### src/rtl/core/ptwm_pkg.sv
// ----------------------------------------------------------------------------
// ptwm_pkg: shared constants for the periodic tile wall mapper
// Field widths, register indexes and side codes.
// ----------------------------------------------------------------------------
package ptwm_pkg;

  localparam int SpanBits   = 10;
  localparam int GridBits   = 11;
  localparam int PeriodBits = 12;
  localparam int CodeBits   = 4;
  localparam int AddrBits   = 5;

  localparam logic [AddrBits-1:0] REG_SPAN     = 5'd0;
  localparam logic [AddrBits-1:0] REG_DETACHED = 5'd4;
  localparam logic [AddrBits-1:0] REG_GRID     = 5'd8;
  localparam logic [AddrBits-1:0] REG_SHIFT_X  = 5'd12;
  localparam logic [AddrBits-1:0] REG_SHIFT_Z  = 5'd16;

  localparam logic [CodeBits-1:0] SIDE_NONE = 4'd0;
  localparam logic [CodeBits-1:0] SIDE_NW   = 4'd1;
  localparam logic [CodeBits-1:0] SIDE_NE   = 4'd2;
  localparam logic [CodeBits-1:0] SIDE_SW   = 4'd3;
  localparam logic [CodeBits-1:0] SIDE_SE   = 4'd4;
  localparam logic [CodeBits-1:0] SIDE_W    = 4'd5;
  localparam logic [CodeBits-1:0] SIDE_E    = 4'd6;
  localparam logic [CodeBits-1:0] SIDE_N    = 4'd7;
  localparam logic [CodeBits-1:0] SIDE_S    = 4'd8;

endpackage

### src/rtl/core/ptwm_div_cell.sv
// ----------------------------------------------------------------------------
// ptwm_div_cell: one restoring division step for both axes
// Shifts one dividend bit into each partial remainder and subtracts the
// period when it fits, then hands the beat to the next cell.
// ----------------------------------------------------------------------------
module ptwm_div_cell #(
  parameter int MagBits = 17,
  parameter int Step    = 0
) (
  input  logic                                   clk_i,
  input  logic                                   rst_ni,
  input  logic                                   en_i,
  input  logic                                   valid_i,
  input  logic [ptwm_pkg::PeriodBits-1:0]        period_i,
  input  logic [MagBits-1:0]                     mag_x_i,
  input  logic [MagBits-1:0]                     mag_z_i,
  input  logic [ptwm_pkg::PeriodBits-1:0]        rem_x_i,
  input  logic [ptwm_pkg::PeriodBits-1:0]        rem_z_i,
  input  logic [MagBits-1:0]                     quo_x_i,
  input  logic [MagBits-1:0]                     quo_z_i,
  input  logic [3:0]                             side_i,
  input  logic [2*MagBits-1:0]                   shift_i,
  output logic                                   valid_o,
  output logic [ptwm_pkg::PeriodBits-1:0]        period_o,
  output logic [MagBits-1:0]                     mag_x_o,
  output logic [MagBits-1:0]                     mag_z_o,
  output logic [ptwm_pkg::PeriodBits-1:0]        rem_x_o,
  output logic [ptwm_pkg::PeriodBits-1:0]        rem_z_o,
  output logic [MagBits-1:0]                     quo_x_o,
  output logic [MagBits-1:0]                     quo_z_o,
  output logic [3:0]                             side_o,
  output logic [2*MagBits-1:0]                   shift_o
);

  localparam int Pb  = ptwm_pkg::PeriodBits;
  localparam int Bit = MagBits - 1 - Step;

  logic [Pb:0]   tx, tz;
  logic          fx, fz;
  logic          valid_q;
  logic [Pb-1:0] period_q, rem_x_q, rem_z_q;
  logic [MagBits-1:0] mag_x_q, mag_z_q, quo_x_q, quo_z_q;
  logic [3:0]    side_q;
  logic [2*MagBits-1:0] shift_q;

  assign tx = {rem_x_i, mag_x_i[Bit]};
  assign tz = {rem_z_i, mag_z_i[Bit]};
  assign fx = tx >= {1'b0, period_i};
  assign fz = tz >= {1'b0, period_i};

  always_ff @(posedge clk_i or negedge rst_ni) begin
    if (!rst_ni) begin
      valid_q <= 1'b0;
    end else if (en_i) begin
      valid_q <= valid_i;
    end
  end

  always_ff @(posedge clk_i) begin
    if (en_i) begin
      period_q <= period_i;
      mag_x_q  <= mag_x_i;
      mag_z_q  <= mag_z_i;
      rem_x_q  <= fx ? Pb'(tx - {1'b0, period_i}) : tx[Pb-1:0];
      rem_z_q  <= fz ? Pb'(tz - {1'b0, period_i}) : tz[Pb-1:0];
      quo_x_q  <= {quo_x_i[MagBits-2:0], fx};
      quo_z_q  <= {quo_z_i[MagBits-2:0], fz};
      side_q   <= side_i;
      shift_q  <= shift_i;
    end
  end

  assign valid_o  = valid_q;
  assign period_o = period_q;
  assign mag_x_o  = mag_x_q;
  assign mag_z_o  = mag_z_q;
  assign rem_x_o  = rem_x_q;
  assign rem_z_o  = rem_z_q;
  assign quo_x_o  = quo_x_q;
  assign quo_z_o  = quo_z_q;
  assign side_o   = side_q;
  assign shift_o  = shift_q;

endmodule

### src/rtl/core/periodic_tile_wall_mapper.sv
// ----------------------------------------------------------------------------
// periodic_tile_wall_mapper: signed cells onto a periodic grid of walled tiles
// A chain of restoring division cells finds floor quotient and remainder.
// ----------------------------------------------------------------------------
// Channel  Dir  Handshake          Payload
// s_axis   in   tvalid/tready      tdata: coord_x, coord_z
// m_axis   out  tvalid/tready      tdata: tiles, origins; tuser: flags, code
// apb      in   psel/penable       five registers at 4*i
// One beat is accepted every cycle unless the output stalls; an accepted beat
// passes through one entry stage, COORD_BITS+1 division cells and one output
// stage. The whole chain advances only when the output register is free or
// being taken, so stalls hold every cell.
// Reset clears all valid bits and loads the register reset values.
// ----------------------------------------------------------------------------
module periodic_tile_wall_mapper #(
  parameter int COORD_BITS = 16
) (
  input  logic                          clk_i,
  input  logic                          rst_ni,
  input  logic                          s_axis_tvalid,
  output logic                          s_axis_tready,
  input  logic [((2*COORD_BITS+7)/8)*8-1:0] s_axis_tdata,  // coord_x, coord_z
  output logic                          m_axis_tvalid,
  input  logic                          m_axis_tready,
  // tile_x, tile_z, origin_x, origin_z
  output logic [((4*COORD_BITS+4+7)/8)*8-1:0] m_axis_tdata,
  // wall, west, east, north, south, side_code
  output logic [8:0]                    m_axis_tuser,
  input  logic                          psel,
  input  logic                          penable,
  input  logic                          pwrite,
  input  logic [ptwm_pkg::AddrBits-1:0] paddr,
  input  logic [31:0]                   pwdata,
  output logic [31:0]                   prdata,
  output logic                          pready
);

  localparam int Cb   = COORD_BITS;
  localparam int Mb   = COORD_BITS + 1;
  localparam int Pb   = ptwm_pkg::PeriodBits;
  localparam int Ob   = COORD_BITS + 1;
  localparam int Nc   = Mb;
  localparam int OutW = ((4*Ob+7)/8)*8;

  logic [ptwm_pkg::SpanBits-1:0] span_q;
  logic                          det_q;
  logic [ptwm_pkg::GridBits-1:0] grid_q;
  logic [Cb-1:0]                 shx_q, shz_q;
  logic                          wr;

  assign pready = 1'b1;
  assign wr = psel && penable && pwrite;

  always_ff @(posedge clk_i or negedge rst_ni) begin
    if (!rst_ni) begin
      span_q <= 10'd16;
      det_q  <= 1'b0;
      grid_q <= 11'd18;
      shx_q  <= '0;
      shz_q  <= '0;
    end else if (wr) begin
      case (paddr)
        ptwm_pkg::REG_SPAN:     span_q <= pwdata[ptwm_pkg::SpanBits-1:0];
        ptwm_pkg::REG_DETACHED: det_q  <= pwdata[0];
        ptwm_pkg::REG_GRID:     grid_q <= pwdata[ptwm_pkg::GridBits-1:0];
        ptwm_pkg::REG_SHIFT_X:  shx_q  <= pwdata[Cb-1:0];
        ptwm_pkg::REG_SHIFT_Z:  shz_q  <= pwdata[Cb-1:0];
        default: ;
      endcase
    end
  end

  always_comb begin
    case (paddr)
      ptwm_pkg::REG_SPAN:     prdata = 32'(span_q);
      ptwm_pkg::REG_DETACHED: prdata = 32'(det_q);
      ptwm_pkg::REG_GRID:     prdata = 32'(grid_q);
      ptwm_pkg::REG_SHIFT_X:  prdata = 32'(shx_q);
      ptwm_pkg::REG_SHIFT_Z:  prdata = 32'(shz_q);
      default:                prdata = '0;
    endcase
  end

  // Period from the registers; the user keeps it stable while items flow (not enforced here).
  logic [Pb-1:0] span_p2, grid_e, period;
  assign span_p2 = Pb'(span_q) + Pb'(2);
  assign grid_e  = Pb'(grid_q);
  always_comb begin
    if (!det_q) begin
      period = Pb'(span_q) + Pb'(1);
    end else if (grid_e <= Pb'(2) || grid_e < span_p2) begin
      period = span_p2 - Pb'(1);
    end else begin
      period = grid_e - Pb'(1);
    end
  end

  logic adv;
  assign adv = !m_axis_tvalid || m_axis_tready;
  assign s_axis_tready = adv;

  // Entry stage: offsets, sign split into magnitude for the chain.
  logic          e_v_q;
  logic [Mb-1:0] e_mx_q, e_mz_q;
  logic [1:0]    e_neg_q;
  logic [Mb-1:0] ox, oz;
  assign ox = Mb'($signed(s_axis_tdata[Cb-1:0])) - Mb'($signed(shx_q));
  assign oz = Mb'($signed(s_axis_tdata[2*Cb-1:Cb])) - Mb'($signed(shz_q));

  always_ff @(posedge clk_i or negedge rst_ni) begin
    if (!rst_ni) begin
      e_v_q <= 1'b0;
    end else if (adv) begin
      e_v_q <= s_axis_tvalid;
    end
  end

  // Negative o: floor(o/P) = -(((-o)-1)/P) - 1, remainder P-1-r.
  always_ff @(posedge clk_i) begin
    if (adv) begin
      e_neg_q <= {oz[Mb-1], ox[Mb-1]};
      e_mx_q  <= ox[Mb-1] ? ~ox : ox;
      e_mz_q  <= oz[Mb-1] ? ~oz : oz;
    end
  end

  logic          c_v   [Nc+1];
  logic [Pb-1:0] c_p   [Nc+1];
  logic [Mb-1:0] c_mx  [Nc+1];
  logic [Mb-1:0] c_mz  [Nc+1];
  logic [Pb-1:0] c_rx  [Nc+1];
  logic [Pb-1:0] c_rz  [Nc+1];
  logic [Mb-1:0] c_qx  [Nc+1];
  logic [Mb-1:0] c_qz  [Nc+1];
  logic [3:0]    c_sd  [Nc+1];
  logic [2*Mb-1:0] c_sh [Nc+1];

  assign c_v[0]  = e_v_q;
  assign c_p[0]  = period;
  assign c_mx[0] = e_mx_q;
  assign c_mz[0] = e_mz_q;
  assign c_rx[0] = '0;
  assign c_rz[0] = '0;
  assign c_qx[0] = '0;
  assign c_qz[0] = '0;
  assign c_sd[0] = {2'b00, e_neg_q};
  assign c_sh[0] = {Mb'($signed(shz_q)), Mb'($signed(shx_q))};

  for (genvar g = 0; g < Nc; g++) begin : g_cell
    ptwm_div_cell #(.MagBits(Mb), .Step(g)) u_cell (
      .clk_i, .rst_ni, .en_i(adv),
      .valid_i(c_v[g]), .period_i(c_p[g]), .mag_x_i(c_mx[g]), .mag_z_i(c_mz[g]),
      .rem_x_i(c_rx[g]), .rem_z_i(c_rz[g]), .quo_x_i(c_qx[g]), .quo_z_i(c_qz[g]),
      .side_i(c_sd[g]), .shift_i(c_sh[g]),
      .valid_o(c_v[g+1]), .period_o(c_p[g+1]), .mag_x_o(c_mx[g+1]),
      .mag_z_o(c_mz[g+1]), .rem_x_o(c_rx[g+1]), .rem_z_o(c_rz[g+1]),
      .quo_x_o(c_qx[g+1]), .quo_z_o(c_qz[g+1]), .side_o(c_sd[g+1]),
      .shift_o(c_sh[g+1])
    );
  end

  // Final correction: sign, remainder, origin product, flags.
  logic [Pb-1:0] p, rx, rz;
  logic [Mb-1:0] tx, tz, gx, gz;
  logic [Mb+Pb-1:0] px, pz;
  logic w, e, n, s;
  logic [3:0] code;
  assign p  = c_p[Nc];
  assign tx = c_sd[Nc][0] ? ~c_qx[Nc] : c_qx[Nc];
  assign tz = c_sd[Nc][1] ? ~c_qz[Nc] : c_qz[Nc];
  assign rx = c_sd[Nc][0] ? p - Pb'(1) - c_rx[Nc] : c_rx[Nc];
  assign rz = c_sd[Nc][1] ? p - Pb'(1) - c_rz[Nc] : c_rz[Nc];
  assign px = $signed(tx) * $signed({1'b0, p});
  assign pz = $signed(tz) * $signed({1'b0, p});
  assign gx = px[Mb-1:0] + c_sh[Nc][Mb-1:0];
  assign gz = pz[Mb-1:0] + c_sh[Nc][2*Mb-1:Mb];
  assign w = rx == '0;
  assign n = rz == '0;
  assign e = (p == Pb'(1)) || (rx == Pb'(1));
  assign s = (p == Pb'(1)) || (rz == Pb'(1));

  always_comb begin
    if (w && n)      code = ptwm_pkg::SIDE_NW;
    else if (e && n) code = ptwm_pkg::SIDE_NE;
    else if (w && s) code = ptwm_pkg::SIDE_SW;
    else if (e && s) code = ptwm_pkg::SIDE_SE;
    else if (w)      code = ptwm_pkg::SIDE_W;
    else if (e)      code = ptwm_pkg::SIDE_E;
    else if (n)      code = ptwm_pkg::SIDE_N;
    else if (s)      code = ptwm_pkg::SIDE_S;
    else             code = ptwm_pkg::SIDE_NONE;
  end

  logic o_v_q;
  logic [OutW-1:0] o_d_q;
  logic [8:0] o_u_q;

  always_ff @(posedge clk_i or negedge rst_ni) begin
    if (!rst_ni) begin
      o_v_q <= 1'b0;
    end else if (adv) begin
      o_v_q <= c_v[Nc];
    end
  end

  always_ff @(posedge clk_i) begin
    if (adv) begin
      o_d_q <= OutW'({gz, gx, tz, tx});
      o_u_q <= {code, s, n, e, w, w || n};
    end
  end

  assign m_axis_tvalid = o_v_q;
  assign m_axis_tdata  = o_d_q;
  assign m_axis_tuser  = o_u_q;

`ifndef ASSERT_OFF
  a_hold: assert property (@(posedge clk_i) disable iff (!rst_ni)
    m_axis_tvalid && !m_axis_tready |=> m_axis_tvalid && $stable(m_axis_tdata))
    else $error("output beat changed while stalled");
  a_ready: assert property (@(posedge clk_i) disable iff (!rst_ni)
    s_axis_tready == (!m_axis_tvalid || m_axis_tready))
    else $error("input ready does not follow output stage");
  a_code: assert property (@(posedge clk_i) disable iff (!rst_ni)
    m_axis_tvalid |-> (m_axis_tuser[0] == (m_axis_tuser[1] || m_axis_tuser[3])))
    else $error("wall flag disagrees with side flags");
`endif

endmodule
### config.mk
export PLATFORM = sky130hd
export DESIGN_NAME = periodic_tile_wall_mapper
export DESIGN_NICKNAME = d
export VERILOG_FILES = /design/src/rtl/core/ptwm_pkg.sv /design/src/rtl/core/ptwm_div_cell.sv /design/src/rtl/core/periodic_tile_wall_mapper.sv
export SDC_FILE = /design/constraint.sdc
export NUM_CORES = 2
export LEC_CHECK = 0
export ABC_CLOCK_PERIOD_IN_PS = 120200
export BUFFER_PORTS_ARGS = -buffer_cell sky130_fd_sc_hd__clkbuf_2
export CAP_MARGIN = 5
export CELL_PAD_IN_SITES_DETAIL_PLACEMENT = 0
export CELL_PAD_IN_SITES_GLOBAL_PLACEMENT = 2
export CORE_ASPECT_RATIO = 0.8
export CORE_MARGIN = 2
export CORE_UTILIZATION = 35
export DETAILED_ROUTE_END_ITERATION = 10
export PLACE_DENSITY_LB_ADDON = 0.1
export SLEW_MARGIN = 20
export SYNTH_ARGS = -nofsm -noshare
export SYNTH_HDL_FRONTEND = slang
export SYNTH_SLANG_ARGS = --single-unit
### constraint.sdc
create_clock -name clk_i -period 120.2 [get_ports clk_i]
set_input_delay 6.01 -clock clk_i [delete_from_list [all_inputs] [get_ports clk_i]]
set_output_delay 6.01 -clock clk_i [all_outputs]
set_load 0.02 [all_outputs]
Yosys cells after proc, flatten, opt, wreduce, memory -nomap -nowiden
Index checks and enable logic that the tools add are counted.
{"block": "word_totals", "out_inout_bits": 116, "wordCells": 353, "reg_bits": 1971, "input_bits": 76}
{"block": "classes", "mux": 50, "bitwise_logic": 4, "addsub": 45, "eq_ne": 7, "multipliers": 2, "reduce_logical": 22, "order_cmp": 36}
{"cell": "2-to-1 mux 12 bit", "count": 36}
{"cell": "greater-or-equal comparator 13 x 12 -> 1 bit", "count": 32}
{"cell": "subtractor 12 bit", "count": 34}
{"cell": "one-hot mux 16 bit (5 select lines)", "count": 1}
{"cell": "NOT 17 bit", "count": 4}
{"cell": "equality test 12 x 1 -> 1 bit (second input constant)", "count": 3}
{"cell": "adder 17 bit", "count": 2}
{"cell": "multiplier 17 x 13 -> 17 bit", "count": 2}
{"cell": "2-to-1 mux 17 bit", "count": 2}
{"cell": "subtractor 16 x 16 -> 17 bit", "count": 2}
{"cell": "2-to-1 mux 16 bit", "count": 2}
{"cell": "greater-or-equal comparator 1 x 12 -> 1 bit", "count": 2}
{"cell": "logical NOT 12 bit", "count": 2}
{"cell": "subtractor 1 x 12 -> 12 bit", "count": 2}
{"cell": "subtractor 11 x 1 -> 12 bit (second input constant)", "count": 2}
{"cell": "2-to-1 mux 3 bit", "count": 4}
{"cell": "subtractor 12 x 1 -> 12 bit (second input constant)", "count": 1}
{"cell": "adder 10 x 1 -> 11 bit (second input constant)", "count": 1}
{"cell": "adder 10 x 2 -> 11 bit (second input constant)", "count": 1}
{"cell": "less-or-equal comparator 11 x 2 -> 1 bit (second input constant)", "count": 1}
{"cell": "less-than comparator 11 bit", "count": 1}
{"cell": "equality test 5 x 4 -> 1 bit (second input constant)", "count": 2}
{"cell": "AND reduction 2 bit", "count": 5}
{"cell": "OR reduction 7 bit", "count": 1}
{"cell": "other kinds (10)", "count": 21}

Longest topological paths before layout
{"block": "depth", "ltp_word": 12, "depth_mapped": 26, "mapped_depth_nobuf": 23}

By module
A second synthesis with hierarchy kept.
{"block": "hier_totals", "hier_cells": 7528, "area_unflattened_um2": 118172.1}
{"module": "ptwm_div_cell (g_cell[0].u_cell ...)", "instances": 11, "seq_area_each_um2": 4289.1, "area_each_um2": 5816.8, "cells_each": 321}
{"module": "ptwm_div_cell (g_cell[4].u_cell ...)", "instances": 6, "seq_area_each_um2": 4289.1, "area_each_um2": 5726.7, "cells_each": 321}
{"module": "periodic_tile_wall_mapper", "instances": 1, "seq_area_each_um2": 4798.4, "area_each_um2": 19826.5, "cells_each": 2071}

Least setup slack after synthesis
Ideal clock, no wire load.
{"block": "synth_timing", "kind": "input to output", "startpoint": "input m_axis_tready", "endpoint": "output s_axis_tready", "required_ps": 114190, "slack_ps": 71775, "stages": 3, "t_arrival_ps": 42415, "n_path_buf": 1, "path_cell_list": "nor2b_1 -> buf_1 -> inv_1"}
{"block": "synth_via", "elab_chain_len": 1}
{"item": "start, declared", "line_no": "periodic_tile_wall_mapper.sv:24", "source": "input logic m_axis_tready,"}
{"item": "logical OR 1 bit", "line_no": "periodic_tile_wall_mapper.sv:99", "source": "assign adv = !m_axis_tvalid || m_axis_tready;"}
{"item": "end, declared", "line_no": "periodic_tile_wall_mapper.sv:21", "source": "output logic s_axis_tready,"}
No other way between the ends.

Final worst setup path
{"block": "layout_timing", "startpoint": "input paddr[1] in the netlist's numbering", "endpoint": "output prdata[10]"}
{"block": "layout_via", "elab_chain_len": 2, "elab_cells_between_ends": 6, "classes_between": "eq/ne (4); mux (1); reduce/logical (1)"}
{"item": "start, declared", "line_no": "periodic_tile_wall_mapper.sv:32", "source": "input logic [ptwm_pkg::AddrBits-1:0] paddr,"}
{"item": "equality test 5 bit (tied with other cells)", "line_no": "periodic_tile_wall_mapper.sv:74", "source": "case (paddr)"}
{"item": "one-hot mux 16 bit (5 select lines) (*)", "line_no": "periodic_tile_wall_mapper.sv:74"}
{"item": "end, declared", "line_no": "periodic_tile_wall_mapper.sv:34", "source": "output logic [31:0] prdata,"}
Mark *: on every way between the ends. The rest lies on a longest branch, timed or not.

==> flow_summary.json <==
{
  "outcome": "completed",
  "root_buffer": "clkbuf_16",
  "grtUsageTotal": 0.158,
  "post-cts-setup-buffers": 0,
  "avgSynthCellArea_um2": 13.3,
  "overflow": 0,
  "routed_wl_mm": 216,
  "cp_slowest_cell": "or4_1",
  "hold_viol_final": 0,
  "syn-cell-area_um2": 94000,
  "gp_congestion": 0.825,
  "ys_seq_area_frac": 0.620,
  "cts-resized-gates": 0,
  "period_needed_ns": 14.29,
  "path_class": "primary input to output pin",
  "tritoncts": "yes",
  "core_um2": 268000,
  "rsz0062_at_grt": "no",
  "cts_hold_buf": 0,
  "die_height_um": 468,
  "final_common_cell": "edfxtp_1",
  "cts_sinks": 1954,
  "start_util": 0.351,
  "design_area_um2": 106000,
  "fin_skew_ns": 0.122,
  "dpl.hpwl_mm": 160,
  "cp_num_buf_inv": 3,
  "grt_max_degree": 185,
  "drc": 0,
  "worstSkewPairLatency_ns": 0.90,
  "fp.dieW_um": 583,
  "max_stage_delay_ns": 0.81,
  "grt_pass1_wl_mm": 330,
  "end_kind": "output pin",
  "final_util": 0.396,
  "ant_nets": 0,
  "setup_viol": 0,
  "crit_fanout": 12,
  "synthArstFlopShare": 0.0374,
  "rrSetupSlack_ns": 112.43,
  "fin_nets": 8267,
  "max_freq_mhz": 70.0,
  "wl_per_cell_um": 19.5,
  "min_period_over_period": 0.119,
  "maxCapViolCount": 0,
  "port_buffers": 154,
  "synth_ff_type": "edfxtp_1",
  "layout.cells.non_filler": 11100,
  "cts_made_buffers": 211,
  "grt_pass1_vias": 53200,
  "dpl-instance-area_um2": 99300,
  "syn_inst": 7091,
  "vias": 52800,
  "slew_viol_final": 0,
  "dr.pass1.iters": 5,
  "hold_class": "register to register",
  "yosys_warnings": 0,
  "cpMostUsedCell": "clkbuf_2",
  "ctsLongestPathBuffers": 4,
  "final_layout_size_suffix_gt1_frac": 0.0878,
  "syn2layout_area_growth_pct": 12.8,
  "layout_common_cells": "1881 x edfxtp_1, 827 x inv_1, 647 x nand2_1",
  "path_clk_slew_ns": 0.06,
  "slew_headroom": 0.240,
  "dr.first_iter.drc_count": 3475,
  "synth-seq-cells": 1954,
  "cp_top_family": "simple AND/OR/NAND/NOR gates",
  "avgViaCountPerCell": 4.76,
  "antenna_found_initial": 13,
  "arrival_ns": 8.28,
  "synth_edf_count": 1881,
  "rows": 170,
  "pin_count": 192,
  "synth_cell_types": 78,
  "crit_required_ns": 114.19,
  "worstPathCellList": "clkbuf_2 -> or4_1 -> nor2_1 -> a222oi_1 -> inv_1 -> clkbuf_2",
  "tightest_slew_ns": 1.14,
  "finalSetupTns_ns": 0,
  "worst_setup_path_start_kind": "primary input",
  "dp.cells": 10700,
  "htree_num_levels": 4,
  "die-area_um2": 273000
}
==> cell usage after synthesis, types with 6 or more instances <==
| cell | n | area (um^2) |
|---|---|---|
| edfxtp_1 | 1881 | 56500 |
| inv_1 | 828 | 3110 |
| nand2_1 | 647 | 2430 |
| ha_1 | 555 | 6940 |
| o21ai_0 | 394 | 1970 |
| nor2_1 | 349 | 1310 |
| fa_1 | 236 | 4720 |
| xnor2_1 | 225 | 1970 |
| a21oi_1 | 168 | 841 |
| o31ai_1 | 167 | 1250 |
| xor2_1 | 147 | 1290 |
| and2_1 | 142 | 888 |
| clkbuf_1 | 131 | 492 |
| nor3_1 | 122 | 611 |
| o21a_1 | 119 | 893 |
| nand4_1 | 108 | 676 |
| nor2b_1 | 105 | 657 |
| a21boi_0 | 92 | 691 |
| mux2i_1 | 79 | 791 |
| mux2_2 | 73 | 822 |
| dfrtp_1 | 70 | 1750 |
| nor4_1 | 46 | 288 |
| a211oi_1 | 45 | 338 |
| o21bai_1 | 45 | 338 |
| or3_1 | 41 | 257 |
| o31a_1 | 34 | 298 |
| nand2b_1 | 32 | 200 |
| nand3_1 | 26 | 130 |
| buf_4 | 24 | 180 |
| a21o_1 | 16 | 120 |
| and3_1 | 16 | 100 |
| a221o_1 | 10 | 100 |
| or2_2 | 9 | 56.3 |
| buf_1 | 8 | 30.0 |
| a31o_2 | 6 | 52.6 |
| a31oi_1 | 6 | 37.5 |
==> path summary, 6_finish.rpt <==
kind | start | endpoint | cells past startpoint
min in group asynchronous | rst_ni | g_cell[16].u_cell.valid_o$_DFFE_PN0P_ | 1
hold / removal | g_cell[10].u_cell.quo_z_o[3]$_DFFE_PP_ | g_cell[11].u_cell.quo_z_o[4]$_DFFE_PP_ | 0
max in group asynchronous | rst_ni | shz_q[5]$_DFFE_PN0P_ | 1
setup / recovery | paddr[1] | prdata[10] | 6
hold reg to reg | g_cell[10].u_cell.quo_z_o[3]$_DFFE_PP_ | g_cell[11].u_cell.quo_z_o[4]$_DFFE_PP_ | 0
setup reg to reg | m_axis_tvalid$_DFFE_PN0P_ | g_cell[12].u_cell.rem_x_o[5]$_DFFE_PP_ | 10
==> registers in the layout, summed over array words and instances, names as in the netlist, 11 cells and up <==
signal	count
g_cell.u_cell.shift_o	544
g_cell.u_cell.period_o	204
g_cell.u_cell.rem_x_o	204
g_cell.u_cell.rem_z_o	204
g_cell.u_cell.quo_x_o	153
g_cell.u_cell.quo_z_o	153
g_cell.u_cell.mag_x_o	136
g_cell.u_cell.mag_z_o	136
m_axis_tdata	68
g_cell.u_cell.side_o	34
e_mx_q	17
e_mz_q	17
g_cell.u_cell.valid_o	17
shx_q	16
shz_q	16
grid_q	11
==> cells by family after synthesis <==
family          synth area share
simple gates              0.0837
compound gates            0.0790
xor+xnor                  0.0347
fa+ha+maj                  0.124
other cells            0.0000799
buf+inv                   0.0408
flops                      0.620
mux                       0.0172
==> routing by layer <==
metal,share of wire,wire (um),GRT usage,up-vias
li1,-,-,-,26000
met1,0.51,110000,0.241,25700
met2,0.43,93000,0.238,870
met3,0.041,8750,0.0230,264
met4,0.020,4310,0.0358,0
met5,0,0,0,-
==> final cells by class <==
cell class | instances | area, um^2
antenna | 2 | 5.00
clock buffer | 247 | 5440
clock inverter | 130 | 1320
fill | 25100 | 162000
inverter | 829 | 3120
multi-input combinational | 4161 | 31900
sequential | 1954 | 58300
tap | 3526 | 4410
timing repair buffer | 243 | 1480
==> through the flow <==
step	setup WS, ns	hold WS, ns
final	105.91	0.342
after global routing	105.80	0.336
after CTS	105.94	0.332
after detailed placement	105.94	0.405
after global placement	105.95	0.400
after floorplan	71.77	0.400
Power is left out: the tool's default activity adds up to more than one toggle a clock period on the data nets, which glitch-free logic cannot reach.
